$ cat src/hw/rtl/bdlp_pkg.sv
// Shared types, codes and helpers for the button debounce and long-press block.
package bdlp_pkg;

    // Width of the threshold registers and of the drop counter.
    localparam int unsigned CFG_W = 16;

    // Register indexes on the configuration port.
    localparam logic [2:0] REG_DEBOUNCE_TICKS   = 3'd0;
    localparam logic [2:0] REG_MAX_DROP_COUNT   = 3'd1;
    localparam logic [2:0] REG_LONG_PRESS_TICKS = 3'd2;
    localparam logic [2:0] REG_VIBRATE_ENABLE   = 3'd3;
    localparam logic [2:0] REG_SOUND_ENABLE     = 3'd4;

    // Event codes.
    localparam logic [2:0] EVT_LONG  = 3'd0;
    localparam logic [2:0] EVT_GREEN = 3'd1;
    localparam logic [2:0] EVT_AMBER = 3'd2;
    localparam logic [2:0] EVT_RED   = 3'd3;
    localparam logic [2:0] EVT_NONE  = 3'd4;

    // Feedback codes.
    localparam logic [1:0] FB_NONE    = 2'd0;
    localparam logic [1:0] FB_VIBRATE = 2'd1;
    localparam logic [1:0] FB_BEEP    = 2'd2;

    // Press tracking phase.
    typedef enum logic [1:0] {
        PH_IDLE     = 2'd0,
        PH_DEBOUNCE = 2'd1,
        PH_HOLD     = 2'd2
    } phase_t;

    // Configuration registers as seen by the press logic.
    typedef struct packed {
        logic [CFG_W-1:0] debounce_ticks;
        logic [CFG_W-1:0] max_drop_count;
        logic [CFG_W-1:0] long_press_ticks;
        logic             vibrate_enable;
        logic             sound_enable;
    } cfg_t;

    // One tick item.
    typedef struct packed {
        logic red_level;
        logic amber_level;
        logic green_level;
        logic any_level;
        logic press_edge;
    } item_t;

    // One result item.
    typedef struct packed {
        logic [1:0] feedback;
        logic [2:0] event_code;
    } result_t;

    // Highest-priority latched colour: green, then amber, then red.
    function automatic logic [2:0] color_code(input logic [2:0] colors);
        logic [2:0] code;
        begin
            if (colors[0])
            begin
                code = EVT_GREEN;
            end
            else if (colors[1])
            begin
                code = EVT_AMBER;
            end
            else if (colors[2])
            begin
                code = EVT_RED;
            end
            else
            begin
                code = EVT_NONE;
            end
            return code;
        end
    endfunction

endpackage

$ cat src/hw/rtl/bdlp_cfg.sv
// Configuration register file for the button debounce and long-press block.
module bdlp_cfg (
    input  logic                          clk,
    input  logic                          rst_n,
    input  logic                          cfg_wen,
    input  logic [2:0]                    cfg_index,
    input  logic [bdlp_pkg::CFG_W-1:0]    cfg_wdata,
    output bdlp_pkg::cfg_t                cfg
);

    bdlp_pkg::cfg_t cfg_reg;

    // Registers are written on any cycle with the write enable high.
    always_ff @(posedge clk or negedge rst_n)
    begin
        if (!rst_n)
        begin
            cfg_reg.debounce_ticks   <= 16'd50;
            cfg_reg.max_drop_count   <= 16'd10;
            cfg_reg.long_press_ticks <= 16'd1000;
            cfg_reg.vibrate_enable   <= 1'b0;
            cfg_reg.sound_enable     <= 1'b0;
        end
        else if (cfg_wen)
        begin
            case (cfg_index)
                bdlp_pkg::REG_DEBOUNCE_TICKS:   cfg_reg.debounce_ticks   <= cfg_wdata;
                bdlp_pkg::REG_MAX_DROP_COUNT:   cfg_reg.max_drop_count   <= cfg_wdata;
                bdlp_pkg::REG_LONG_PRESS_TICKS: cfg_reg.long_press_ticks <= cfg_wdata;
                bdlp_pkg::REG_VIBRATE_ENABLE:   cfg_reg.vibrate_enable   <= cfg_wdata[0];
                bdlp_pkg::REG_SOUND_ENABLE:     cfg_reg.sound_enable     <= cfg_wdata[0];
                default:
                begin
                end
            endcase
        end
    end

    assign cfg = cfg_reg;

endmodule

$ cat src/hw/rtl/bdlp_core.sv
// Press tracking state and the per-tick decision logic.
module bdlp_core #(
    parameter int unsigned TIMER_WIDTH = 16
) (
    input  logic                clk,
    input  logic                rst_n,
    input  logic                step,
    input  bdlp_pkg::item_t     item,
    input  bdlp_pkg::cfg_t      cfg,
    output logic                res_valid,
    output bdlp_pkg::result_t   res
);

    localparam int unsigned CMP_W =
        (TIMER_WIDTH > bdlp_pkg::CFG_W) ? TIMER_WIDTH : bdlp_pkg::CFG_W;
    localparam logic [TIMER_WIDTH-1:0] TIMER_MAX = {TIMER_WIDTH{1'b1}};
    localparam logic [bdlp_pkg::CFG_W-1:0] DROP_MAX = {bdlp_pkg::CFG_W{1'b1}};

    bdlp_pkg::phase_t              phase_reg, phase_next;
    logic [TIMER_WIDTH-1:0]        elapsed_reg, elapsed_next;
    logic [bdlp_pkg::CFG_W-1:0]    drop_reg, drop_next;
    logic [2:0]                    colors_reg, colors_next;

    // Elapsed time below a threshold that is clamped to the timer's maximum.
    function automatic logic below(input logic [TIMER_WIDTH-1:0] e,
                                   input logic [bdlp_pkg::CFG_W-1:0] th);
        begin
            return (CMP_W'(e) < CMP_W'(th)) && (e != TIMER_MAX);
        end
    endfunction

    // State registers.
    always_ff @(posedge clk or negedge rst_n)
    begin
        if (!rst_n)
        begin
            phase_reg   <= bdlp_pkg::PH_IDLE;
            elapsed_reg <= '0;
            drop_reg    <= '0;
            colors_reg  <= '0;
        end
        else
        begin
            phase_reg   <= phase_next;
            elapsed_reg <= elapsed_next;
            drop_reg    <= drop_next;
            colors_reg  <= colors_next;
        end
    end

    // One tick: start a press, count drops in the window, then wait for release or long press.
    always_comb
    begin
        bdlp_pkg::phase_t           ph;
        logic [TIMER_WIDTH-1:0]     e;
        logic [bdlp_pkg::CFG_W-1:0] d;
        logic [2:0]                 c;
        logic                       go;
        logic                       fin;
        logic [2:0]                 code;
        logic [1:0]                 fb;

        ph   = phase_reg;
        e    = elapsed_reg;
        d    = drop_reg;
        c    = colors_reg;
        go   = step;
        fin  = 1'b0;
        code = bdlp_pkg::EVT_NONE;
        fb   = bdlp_pkg::FB_NONE;

        if (step)
        begin
            case (phase_reg)
                bdlp_pkg::PH_DEBOUNCE, bdlp_pkg::PH_HOLD:
                begin
                    if (elapsed_reg != TIMER_MAX)
                    begin
                        e = elapsed_reg + 1'b1;
                    end
                end
                default:
                begin
                    ph = bdlp_pkg::PH_IDLE;
                    if (!item.press_edge)
                    begin
                        go = 1'b0;
                    end
                    else
                    begin
                        c  = {item.red_level, item.amber_level, item.green_level};
                        e  = '0;
                        d  = '0;
                        ph = bdlp_pkg::PH_DEBOUNCE;
                    end
                end
            endcase

            // Debounce window and the judgement at its end.
            if (go && ph == bdlp_pkg::PH_DEBOUNCE)
            begin
                if (below(e, cfg.debounce_ticks))
                begin
                    if (!item.any_level && d != DROP_MAX)
                    begin
                        d = d + 1'b1;
                    end
                    go = 1'b0;
                end
                else if (d > cfg.max_drop_count)
                begin
                    fin  = 1'b1;
                    code = bdlp_pkg::EVT_NONE;
                    go   = 1'b0;
                end
                else
                begin
                    ph = bdlp_pkg::PH_HOLD;
                end
            end

            // Hold: release gives the colour, held at the long-press time gives feedback.
            if (go)
            begin
                fin = 1'b1;
                if (below(e, cfg.long_press_ticks))
                begin
                    if (item.any_level)
                    begin
                        fin = 1'b0;
                    end
                    else
                    begin
                        code = bdlp_pkg::color_code(c);
                    end
                end
                else if (item.any_level)
                begin
                    code = bdlp_pkg::EVT_LONG;
                    if (cfg.vibrate_enable)
                    begin
                        fb = bdlp_pkg::FB_VIBRATE;
                    end
                    else if (cfg.sound_enable)
                    begin
                        fb = bdlp_pkg::FB_BEEP;
                    end
                end
                else
                begin
                    code = bdlp_pkg::color_code(c);
                end
            end

            if (fin)
            begin
                ph = bdlp_pkg::PH_IDLE;
                e  = '0;
                d  = '0;
                c  = '0;
            end
        end

        phase_next     = ph;
        elapsed_next   = e;
        drop_next      = d;
        colors_next    = c;
        res_valid      = fin;
        res.event_code = code;
        res.feedback   = fb;
    end

endmodule

$ cat src/hw/rtl/button_debounce_long_press.sv
// Top level of the button debounce and long-press block.
//
// Each item is one millisecond tick. An item is captured in an input register
// and processed, against the press state, into the result register once that
// register is free or being emptied, so one item is taken every cycle while the
// result side takes results; a result waiting in the result register stalls the
// processing of the held item, and with it the taking of the item behind it.
// A tick gives at most one result: the end of a press (colour code, long press
// with feedback, or no valid press). Ticks that give no result produce nothing
// on the output. Configuration registers may be written only while no item is
// in flight; a change made during a press applies from the next tick.
module button_debounce_long_press #(
    parameter int unsigned TIMER_WIDTH = 16
) (
    input  logic                          clk,
    input  logic                          rst_n,
    // Configuration write port.
    input  logic                          cfg_wen,
    input  logic [2:0]                    cfg_index,
    input  logic [bdlp_pkg::CFG_W-1:0]    cfg_wdata,
    // Tick items.
    input  logic                          s_tvalid,
    output logic                          s_tready,
    input  logic [7:0]                    s_tdata,   // press_edge, any_level, green_level,
                                                     // amber_level, red_level, 3 zero bits
    // Result items.
    output logic                          m_tvalid,
    input  logic                          m_tready,
    output logic [7:0]                    m_tdata    // event_code[2:0], feedback[1:0],
                                                     // 3 zero bits
);

    bdlp_pkg::cfg_t     cfg;
    bdlp_pkg::item_t    in_item_reg;
    logic               in_valid_reg;
    logic               advance;
    logic               res_valid;
    bdlp_pkg::result_t  res;
    bdlp_pkg::result_t  out_res_reg;
    logic               out_valid_reg;

    bdlp_cfg u_cfg (
        .clk       (clk),
        .rst_n     (rst_n),
        .cfg_wen   (cfg_wen),
        .cfg_index (cfg_index),
        .cfg_wdata (cfg_wdata),
        .cfg       (cfg)
    );

    // The held item moves on when the result register is free or being emptied.
    assign advance  = in_valid_reg && (!out_valid_reg || m_tready);
    assign s_tready = !in_valid_reg || advance;

    // Input register.
    always_ff @(posedge clk or negedge rst_n)
    begin
        if (!rst_n)
        begin
            in_valid_reg <= 1'b0;
        end
        else if (s_tready)
        begin
            in_valid_reg <= s_tvalid;
        end
    end

    always_ff @(posedge clk)
    begin
        if (s_tready && s_tvalid)
        begin
            in_item_reg <= bdlp_pkg::item_t'(s_tdata[4:0]);
        end
    end

    bdlp_core #(
        .TIMER_WIDTH (TIMER_WIDTH)
    ) u_core (
        .clk       (clk),
        .rst_n     (rst_n),
        .step      (advance),
        .item      (in_item_reg),
        .cfg       (cfg),
        .res_valid (res_valid),
        .res       (res)
    );

    // Result register.
    always_ff @(posedge clk or negedge rst_n)
    begin
        if (!rst_n)
        begin
            out_valid_reg <= 1'b0;
        end
        else if (advance)
        begin
            out_valid_reg <= res_valid;
        end
        else if (m_tready)
        begin
            out_valid_reg <= 1'b0;
        end
    end

    always_ff @(posedge clk)
    begin
        if (advance && res_valid)
        begin
            out_res_reg <= res;
        end
    end

    assign m_tvalid = out_valid_reg;
    assign m_tdata  = {3'b000, out_res_reg};

endmodule

$ cat config.mk
export PLATFORM = sky130hd
export DESIGN_NAME = button_debounce_long_press
export DESIGN_NICKNAME = d
export VERILOG_FILES = /design/src/hw/rtl/bdlp_pkg.sv /design/src/hw/rtl/bdlp_cfg.sv /design/src/hw/rtl/bdlp_core.sv /design/src/hw/rtl/button_debounce_long_press.sv
export SDC_FILE = /design/constraint.sdc
export NUM_CORES = 1
export LEC_CHECK = 0
export ABC_AREA = 1
export BUFFER_PORTS_ARGS = -buffer_cell sky130_fd_sc_hd__clkbuf_2
export CORE_MARGIN = 3
export CORE_UTILIZATION = 50
export DETAILED_ROUTE_END_ITERATION = 10
export MAX_ROUTING_LAYER = met4
export PLACE_DENSITY = 0.74
export SYNTH_ARGS = -nofsm -noshare
export SYNTH_HDL_FRONTEND = slang
export SYNTH_HIERARCHICAL = 1
export SYNTH_SLANG_ARGS = --single-unit
$ cat constraint.sdc
create_clock -name clk -period 4.35 [get_ports clk]
set_clock_uncertainty 0.15 [all_clocks]
set_input_delay 0.6525 -clock clk [delete_from_list [all_inputs] [get_ports clk]]
set_output_delay 0.6525 -clock clk [all_outputs]
set_load 0.02 [all_outputs]
# [After elaboration in Yosys (flattened, before gate mapping)]
# Cells that the tools add are included.
# W data, S select, Z words.
[totals] reg_bits=99 inputBits=32 output_inout_bits=10 elab_cells=108
[op_classes] add_sub_neg=2 order_cmp=3 eq_ne=10 mux=48 bitwise_logic=3 reduce_logical=23
[ops] operator="$mux W16" n=12
[ops] operator="$ne A16 B16 Y1 const B" n=3
[ops] operator="$add A16 B1 Y16 const B" n=2
[ops] operator="$lt A16 B16 Y1" n=2
[ops] operator="$mux W3" n=10
[ops] operator="$mux W1" n=19
[ops] operator="$gt A16 B16 Y1" n=1
[ops] operator="$mux W2" n=7
[ops] operator="$reduce_and A2 Y1" n=6
[ops] operator="$logic_and A1 B1 Y1" n=7
[ops] operator="$eq A3 B2 Y1 const B" n=2
[ops] operator="$reduce_or A5 Y1" n=1
[ops] operator="$eq A2 B1 Y1 const B" n=2
[ops] operator="$reduce_or A4 Y1" n=1
[ops] operator="$eq A3 B1 Y1 const B" n=1
[ops] operator="$eq A3 B3 Y1 const B" n=1
[ops] operator="$logic_not A1 Y1" n=3
[ops] operator="$logic_not A3 Y1" n=1
[ops] operator="$not A1 Y1" n=3
[ops] operator="$eq A2 B2 Y1 const B" n=1
[ops] operator="$logic_or A1 B1 Y1" n=2
[ops] operator="$reduce_bool A2 Y1" n=1
[ops] operator="$reduce_or A2 Y1" n=1

# [Longest topological paths before layout]
[depth] ltp_word=13 mapped_depth=26 depth_no_buf=25

# [Modules after synthesis]
# Netlist, hierarchy kept.
[modules_own_cells] mod="bdlp_core" instances=1 cells_per_inst=754 area_per_inst_um2=4509.3 seq_area_each_um2=925.9
[modules_own_cells] mod="bdlp_cfg" instances=1 cells_per_inst=227 area_per_inst_um2=2084.5 seq_area_each_um2=1265.0
[modules_own_cells] mod="button_debounce_long_press" instances=1 cells_per_inst=29 area_per_inst_um2=432.9 seq_area_each_um2=350.3

# [Worst setup path after synthesis]
# No wires, ideal clock.
[synth_path] path_kind="reg-to-reg" start="register u_core.phase_reg[0]" end="register out_res_reg, in the netlist m_tdata[0], enable pin" setup_time_ps=339 arrival_ps=3093 required_ps=3861 path_slack_ps=767 stages_incl_launch_ff=20 path_buffers=2 synth_period_minus_slack_ps=3583 cell_sequence="dfrtp_1 -> inv_1 -> ha_1 -> inv_1 -> buf_1 -> nand3_1 -> nand2_1 -> inv_1 -> ha_1 -> nand4_1 -> nor3_1 -> nand2_4 -> nand3_4 -> nand3_4 -> nor2_4 -> nor2_8 -> buf_6 -> nor2_2 -> inv_1 -> nor2_1"
[synth_via] elab_chain_len=13 elab_cells_between_ends=31 classes_between="order compare (3); eq/ne (4); mux (19); reduce/logical (5)"
[synth_rtl] element="start: declaration" line_no="bdlp_core.sv:19" text="bdlp_pkg::phase_t phase_reg, phase_next;"
[synth_rtl] element="start signal: assignment" line_no="bdlp_core.sv:37" text="phase_reg <= bdlp_pkg::PH_IDLE;"
[synth_rtl] element="start signal: assignment" line_no="bdlp_core.sv:44" text="phase_reg <= phase_next;"
[synth_rtl] element="$eq A2 B1 Y1 or $eq A2 B2 Y1 (tied branches)" line_no="bdlp_core.sv:74" text="case (phase_reg)"
[synth_rtl] element="$reduce_or A2 Y1" line_no="bdlp_core.sv:74"
[synth_rtl] element="$mux W16" line_no="bdlp_core.sv:74"
[synth_rtl] element="$mux W16" line_no="bdlp_core.sv:72" text="if (step)"
[synth_rtl] element="$gt A16 B16 Y1, or another cell as far along" line_no="bdlp_core.sv:110" text="else if (d > cfg.max_drop_count)"
[synth_rtl] element="$mux W1 or $logic_and A1 B1 Y1 (tied branches)" line_no="bdlp_core.sv:110, bdlp_core.sv:28"
[synth_rtl] element="$mux W1" line_no="bdlp_core.sv:102" text="if (below(e, cfg.debounce_ticks))"
[synth_rtl] element="$mux W1" line_no="bdlp_core.sv:100" text="if (go && ph == bdlp_pkg::PH_DEBOUNCE)"
[synth_rtl] element="$mux W1" line_no="bdlp_core.sv:72"
[synth_rtl] element="$mux W1 *" line_no="bdlp_core.sv:123" text="if (go)"
[synth_rtl] element="$mux W1 * (2 in a row)" line_no="bdlp_core.sv:72"
[synth_rtl] element="via res_valid" line_no="button_debounce_long_press.sv:37" text="logic res_valid;"
[synth_rtl] element="$logic_and A1 B1 Y1 *" line_no="button_debounce_long_press.sv:107" text="if (advance && res_valid)"
[synth_rtl] element="end signal: assignment" line_no="button_debounce_long_press.sv:109" text="out_res_reg <= res;"
[synth_rtl] element="end: declaration" line_no="button_debounce_long_press.sv:39" text="bdlp_pkg::result_t out_res_reg;"
# Mark *: on every way through the listed nets, which the timed path passes. The rest lies on a longest branch. The select of a mux whose other input is x is not followed.
# A chain may end at the register's enable or synchronous reset.

# [Final worst setup path]
# Ends and elaborated chain as after synthesis.

==> impl_metrics.xml <==
<?xml version="1.0" encoding="UTF-8"?>
<metrics>
  <group name="sta">
    <metric name="setup_violations" unit="">0</metric>
    <metric name="timing.fmax" unit="GHz">0.2515</metric>
    <metric name="final_hold_viol_count" unit="">0</metric>
    <metric name="rsz_0062_raised_after_global_routing" unit="">false</metric>
    <metric name="timing_max_transition_violations_final" unit="">0</metric>
    <metric name="fin_crit_sh" unit="%">91.42</metric>
    <metric name="worst_slew_pin_slew" unit="ns">0.8672</metric>
    <metric name="finalWorstPathRequiredPeriod" unit="ns">3.977</metric>
    <metric name="whs" unit="ns">0.2675</metric>
    <metric name="worst_slew_margin_rel" unit="%">42.19</metric>
    <metric name="finalSetupTns" unit="ns">0</metric>
  </group>
  <group name="critical_path">
    <metric name="crit_family" unit="">simple AND/OR/NAND/NOR gates</metric>
    <metric name="crit_arrival" unit="ns">3.85</metric>
    <metric name="worstReg2RegStart" unit="">u_core/phase_reg[0]$_DFFE_PN0P_</metric>
    <metric name="critPathRequiredTime" unit="ns">4.22</metric>
    <metric name="crit_path_cell_trace" unit="">inv_1, ha_1, buf_4, inv_1, nand2_2, nor2_2, nand3_1, nand2_1, nand2_1, ha_1, nand4_1, nor3_1, nand2_4, nand3_4, nand3_4, nor2_4, nor2_8, nor2_2, inv_1, nor2_1</metric>
    <metric name="critical_path_depth" unit="">20</metric>
    <metric name="setup.worst_path.start" unit="">u_core/phase_reg[0]$_DFFE_PN0P_</metric>
    <metric name="critical_path.endpoint_type" unit="">flop</metric>
    <metric name="critPathLaunchType" unit="">flop</metric>
    <metric name="critPathSlowestCell" unit="">sky130_fd_sc_hd__dfrtp_1</metric>
    <metric name="crit_path_max_incr_delay" unit="ns">0.35</metric>
    <metric name="r2r_end" unit="">m_tdata[0]$_DFFE_PP_</metric>
    <metric name="criticalPathCategory" unit="">flop to flop</metric>
    <metric name="rr_worst_depth" unit="">20</metric>
    <metric name="timing.critical_path.to" unit="">m_tdata[0]$_DFFE_PP_</metric>
    <metric name="critical_path_peak_fanout" unit="">19</metric>
    <metric name="crit_buf_inv" unit="">4</metric>
    <metric name="reg2reg_setup_slack" unit="ns">0.37</metric>
    <metric name="cp_common_cell" unit="">sky130_fd_sc_hd__inv_1</metric>
  </group>
  <group name="power_and_ir_drop">
    <metric name="worst_ir_drop_vdd" unit="mV">0.3273</metric>
    <metric name="total_leakage_power" unit="nW">4.122</metric>
    <metric name="netSwitchingFraction" unit="%">47.33</metric>
    <metric name="clock_power_share" unit="%">18.3</metric>
    <metric name="cellInternalPower" unit="mW">2.313</metric>
    <metric name="switching_power" unit="mW">2.078</metric>
    <metric name="power_density" unit="nW/um^2">578.2</metric>
    <metric name="power_frac_comb" unit="%">53.0</metric>
    <metric name="fin_total_pwr" unit="mW">4.391</metric>
    <metric name="pwr-share-seq" unit="%">28.7</metric>
  </group>
  <group name="floorplan">
    <metric name="start_util" unit="%">52.03</metric>
    <metric name="floorplan.core_area" unit="um^2">13510</metric>
    <metric name="dieHeight" unit="um">124.5</metric>
    <metric name="fp.dieArea" unit="um^2">15510</metric>
    <metric name="top_level_ports" unit="">42</metric>
    <metric name="fp-row-count" unit="">42</metric>
    <metric name="die_w" unit="um">124.5</metric>
  </group>
  <group name="layout">
    <metric name="syn_to_final_growth" unit="%">8.084</metric>
    <metric name="num_antenna_cells" unit="">0</metric>
    <metric name="final-seq-area" unit="um^2">2541</metric>
    <metric name="count_of_filler_cells_inserted_in_the_layout" unit="">1293</metric>
    <metric name="utilization" unit="%">56.23</metric>
    <metric name="layout-drive-gt1-share" unit="%">10.31</metric>
    <metric name="largest_register_ffs" unit="">50</metric>
    <metric name="instances_no_fill" unit="">1214</metric>
    <metric name="multi_input_area" unit="um^2">3689</metric>
    <metric name="nets" unit="">1114</metric>
  </group>
  <group name="logic_synthesis">
    <metric name="synth_cell_types" unit="">45</metric>
    <metric name="synth-async-reset-ratio" unit="%">89.90</metric>
    <metric name="yosysTopAreaCell" unit="">sky130_fd_sc_hd__dfrtp_1</metric>
    <metric name="ys_dominant_reg_cell" unit="">sky130_fd_sc_hd__dfrtp_1</metric>
    <metric name="ys.warnings.count" unit="">6</metric>
    <metric name="synth.top_cells.by_count" unit="">327 x sky130_fd_sc_hd__nand2_1, 153 x sky130_fd_sc_hd__inv_1, 93 x sky130_fd_sc_hd__nor2_1</metric>
    <metric name="syn_avg_cell_area" unit="um^2">6.957</metric>
    <metric name="yosysMostFrequentCell" unit="">sky130_fd_sc_hd__nand2_1</metric>
    <metric name="seq_area_frac_synth" unit="%">36.16</metric>
    <metric name="netlist_area" unit="um^2">7027</metric>
    <metric name="post_synth_inst_count" unit="">1010</metric>
    <metric name="synth_edf_count" unit="">10</metric>
    <metric name="synth-seq-cells" unit="">99</metric>
    <metric name="synthTopCellsByArea" unit="">sky130_fd_sc_hd__dfrtp_1 28%, sky130_fd_sc_hd__nand2_1 17%, sky130_fd_sc_hd__ha_1 8.7%</metric>
    <metric name="synth.top_cell.area_share" unit="%">27.78</metric>
  </group>
  <group name="detailed_routing">
    <metric name="detailedRoute.firstIterationViolations" unit="">394</metric>
    <metric name="routed-via-count" unit="">6320</metric>
    <metric name="routed_via_count_divided_by_cell_count" unit="">5.206</metric>
    <metric name="post_detailed_route_wirelength_per_cell" unit="um">13.71</metric>
    <metric name="detail_route.drc_violations" unit="">0</metric>
    <metric name="final_antenna_net_count" unit="">0</metric>
    <metric name="routed_wirelength" unit="um">16640</metric>
    <metric name="detailedRoute.firstPassIterationCount" unit="">6</metric>
  </group>
  <group name="clocking">
    <metric name="post_cts.repair.setup_buffers" unit="">0</metric>
    <metric name="clock_tree.buffer_depth" unit="">2</metric>
    <metric name="cts_repair_resize_count" unit="">0</metric>
    <metric name="cts_hold_buffers" unit="">0</metric>
    <metric name="clock_network_latency_to_the_later_pin_of_the_worst_skew_pair" unit="ns">0.36</metric>
    <metric name="clkSlewWorstSetupHoldPaths" unit="ns">0.07</metric>
    <metric name="cts-buffers-inserted" unit="">9</metric>
    <metric name="clock_tree_from_tritoncts" unit="">built</metric>
    <metric name="clock_sink_count" unit="">99</metric>
    <metric name="htree_levels" unit="">3</metric>
    <metric name="root_buffer" unit="">sky130_fd_sc_hd__clkbuf_16</metric>
  </group>
  <group name="global_route">
    <metric name="first_global_vias" unit="">5994</metric>
    <metric name="grt_first_pass_wirelength" unit="um">28910</metric>
    <metric name="maximum_number_of_pins_on_one_net_before_global_route_repair" unit="">67</metric>
    <metric name="antenna_found_initial" unit="">0</metric>
    <metric name="grt.overflow.total" unit="">0</metric>
    <metric name="track_usage" unit="%">23.14</metric>
  </group>
  <group name="placement">
    <metric name="dp_hpwl" unit="um">11860</metric>
    <metric name="gp_routability_congestion" unit="">0.8928</metric>
    <metric name="dp_cells" unit="">1198</metric>
    <metric name="place.port_buffers" unit="">35</metric>
  </group>
  <group name="min_path">
    <metric name="worst_hold_path_type" unit="">input pin to asynchronous set/reset pin</metric>
  </group>
  <group name="flow_run">
    <metric name="cap_viol_max_count" unit="">0</metric>
  </group>
  <group name="run_status">
    <metric name="outcome" unit="">finished, final reports clean</metric>
  </group>
</metrics>
==> layout make-up <==
| class | instances | area share [%] |
|---|---|---|
| multi-input combinational | 719 | 48.57 |
| sequential | 99 | 33.46 |
| inverter | 159 | 7.891 |
| timing repair buffer | 45 | 3.328 |
| clock buffer | 10 | 3.147 |
| tap | 176 | 2.900 |
| clock inverter | 6 | 0.7084 |
==> power groups by stage <==
| stage | logic, mW | registers (mW) | clock network [mW] |
|---|---|---|---|
| 2_1_floorplan | 1.79 | 1.25 | 0 |
| 3_3_place_gp | 2.24 | 1.27 | 0 |
| 3_5_place_dp | 2.31 | 1.28 | 0 |
| 4_1_cts | 2.33 | 1.26 | 0.824 |
| 5_1_grt | 2.69 | 1.29 | 0.862 |
| 6_report | 2.33 | 1.26 | 0.804 |
==> worst reg2reg max path, stage by stage, from the launching register on <==
cell and delay (ns):
sky130_fd_sc_hd__dfrtp_1 0.35, sky130_fd_sc_hd__inv_1 0.05, sky130_fd_sc_hd__ha_1 0.30, sky130_fd_sc_hd__buf_4 0.19, sky130_fd_sc_hd__inv_1 0.09, sky130_fd_sc_hd__nand2_2 0.09, sky130_fd_sc_hd__nor2_2 0.21, sky130_fd_sc_hd__nand3_1 0.10
sky130_fd_sc_hd__nand2_1 0.07, sky130_fd_sc_hd__nand2_1 0.14, sky130_fd_sc_hd__ha_1 0.34, sky130_fd_sc_hd__nand4_1 0.13, sky130_fd_sc_hd__nor3_1 0.30, sky130_fd_sc_hd__nand2_4 0.23, sky130_fd_sc_hd__nand3_4 0.17, sky130_fd_sc_hd__nand3_4 0.08
sky130_fd_sc_hd__nor2_4 0.17, sky130_fd_sc_hd__nor2_8 0.04, sky130_fd_sc_hd__nor2_2 0.07, sky130_fd_sc_hd__inv_1 0.05, sky130_fd_sc_hd__nor2_1 0.31
==> routing by layer <==
| layer | vias to the layer above | part of all wire [%] | wire (um) | track usage, % |
|---|---|---|---|---|
| li1 | 3242 | - | - | - |
| met2 | 189 | 45 | 7473 | 35.62 |
| met4 | 0 | 1.6 | 271 | 6.576 |
| met1 | 2867 | 47 | 7878 | 31.76 |
| met5 | - | 0 | 0 | - |
| met3 | 22 | 6.1 | 1020 | 3.774 |
==> placed cells by master, fill, tap and decap left out, types with 3 or more instances in the layout <==
cell / synthesis / layout
sky130_fd_sc_hd__dfrtp_1: 78 / 78
sky130_fd_sc_hd__clkbuf_16: 0 / 9
sky130_fd_sc_hd__a21oi_1: 33 / 33
sky130_fd_sc_hd__nand4_1: 28 / 28
sky130_fd_sc_hd__nor2_1: 93 / 93
sky130_fd_sc_hd__inv_1: 153 / 153
sky130_fd_sc_hd__nor3_1: 11 / 11
sky130_fd_sc_hd__buf_4: 7 / 11
sky130_fd_sc_hd__edfxtp_1: 10 / 10
sky130_fd_sc_hd__xor2_1: 3 / 3
sky130_fd_sc_hd__clkbuf_2: 0 / 34
sky130_fd_sc_hd__nand2_1: 327 / 327
sky130_fd_sc_hd__o21ai_0: 25 / 25
sky130_fd_sc_hd__nand2_4: 4 / 4
sky130_fd_sc_hd__conb_1: 1 / 3
sky130_fd_sc_hd__dfstp_2: 11 / 11
sky130_fd_sc_hd__ha_1: 49 / 49
sky130_fd_sc_hd__o21ai_1: 10 / 10
sky130_fd_sc_hd__nand3_1: 92 / 92
sky130_fd_sc_hd__nor2_4: 5 / 5
sky130_fd_sc_hd__nor2_2: 3 / 3
sky130_fd_sc_hd__nand2_2: 6 / 6
sky130_fd_sc_hd__inv_2: 5 / 5
sky130_fd_sc_hd__a211oi_1: 4 / 4
==> worst min-delay path by stage <==
stage	start	to	slack (ns)	cells past startpoint
finish	rst_n	u_core/drop_reg[11]$_DFFE_PN0P_	0.27	1
global route	s_tdata[2]	in_item_reg[2]$_DFFE_PP_	0.32	1
CTS	rst_n	u_cfg/cfg[29]$_DFFE_PN0P_	0.30	1
detailed placement	u_cfg/cfg[10]$_DFFE_PN1P_	u_cfg/cfg[10]$_DFFE_PN1P_	0.30	2
global placement	u_cfg/cfg[11]$_DFFE_PN1P_	u_cfg/cfg[11]$_DFFE_PN1P_	0.30	2
floorplan	rst_n	in_valid_reg$_DFFE_PN0P_	0.21	0
==> cell families (layout without fill, tap and decap cells) <==
| family | Yosys count | in the layout | synth area share [%] |
|---|---|---|---|
| flops | 99 | 99 | 36.16 |
| buf+inv | 194 | 220 | 11.45 |
| simple gates | 580 | 580 | 36.34 |
| fa+ha+maj | 49 | 49 | 8.725 |
| compound gates | 81 | 81 | 6.482 |
| xor+xnor | 4 | 4 | 0.4987 |
| other cells | 1 | 3 | 0.05337 |
| mux | 2 | 2 | 0.2849 |
==> metrics by stage <==
| step | setup slack [ns] | instance area [um^2] |
|---|---|---|
| global placement | 0.4872 | 7302 |
| global route | 0.02199 | 7595 |
| detailed placement | 0.4119 | 7302 |
| finish | 0.3732 | 7595 |
| floorplan | 0.7674 | 7034 |
| CTS | 0.3849 | 7595 |
Note: power is estimated with default switching activity, not from simulation.
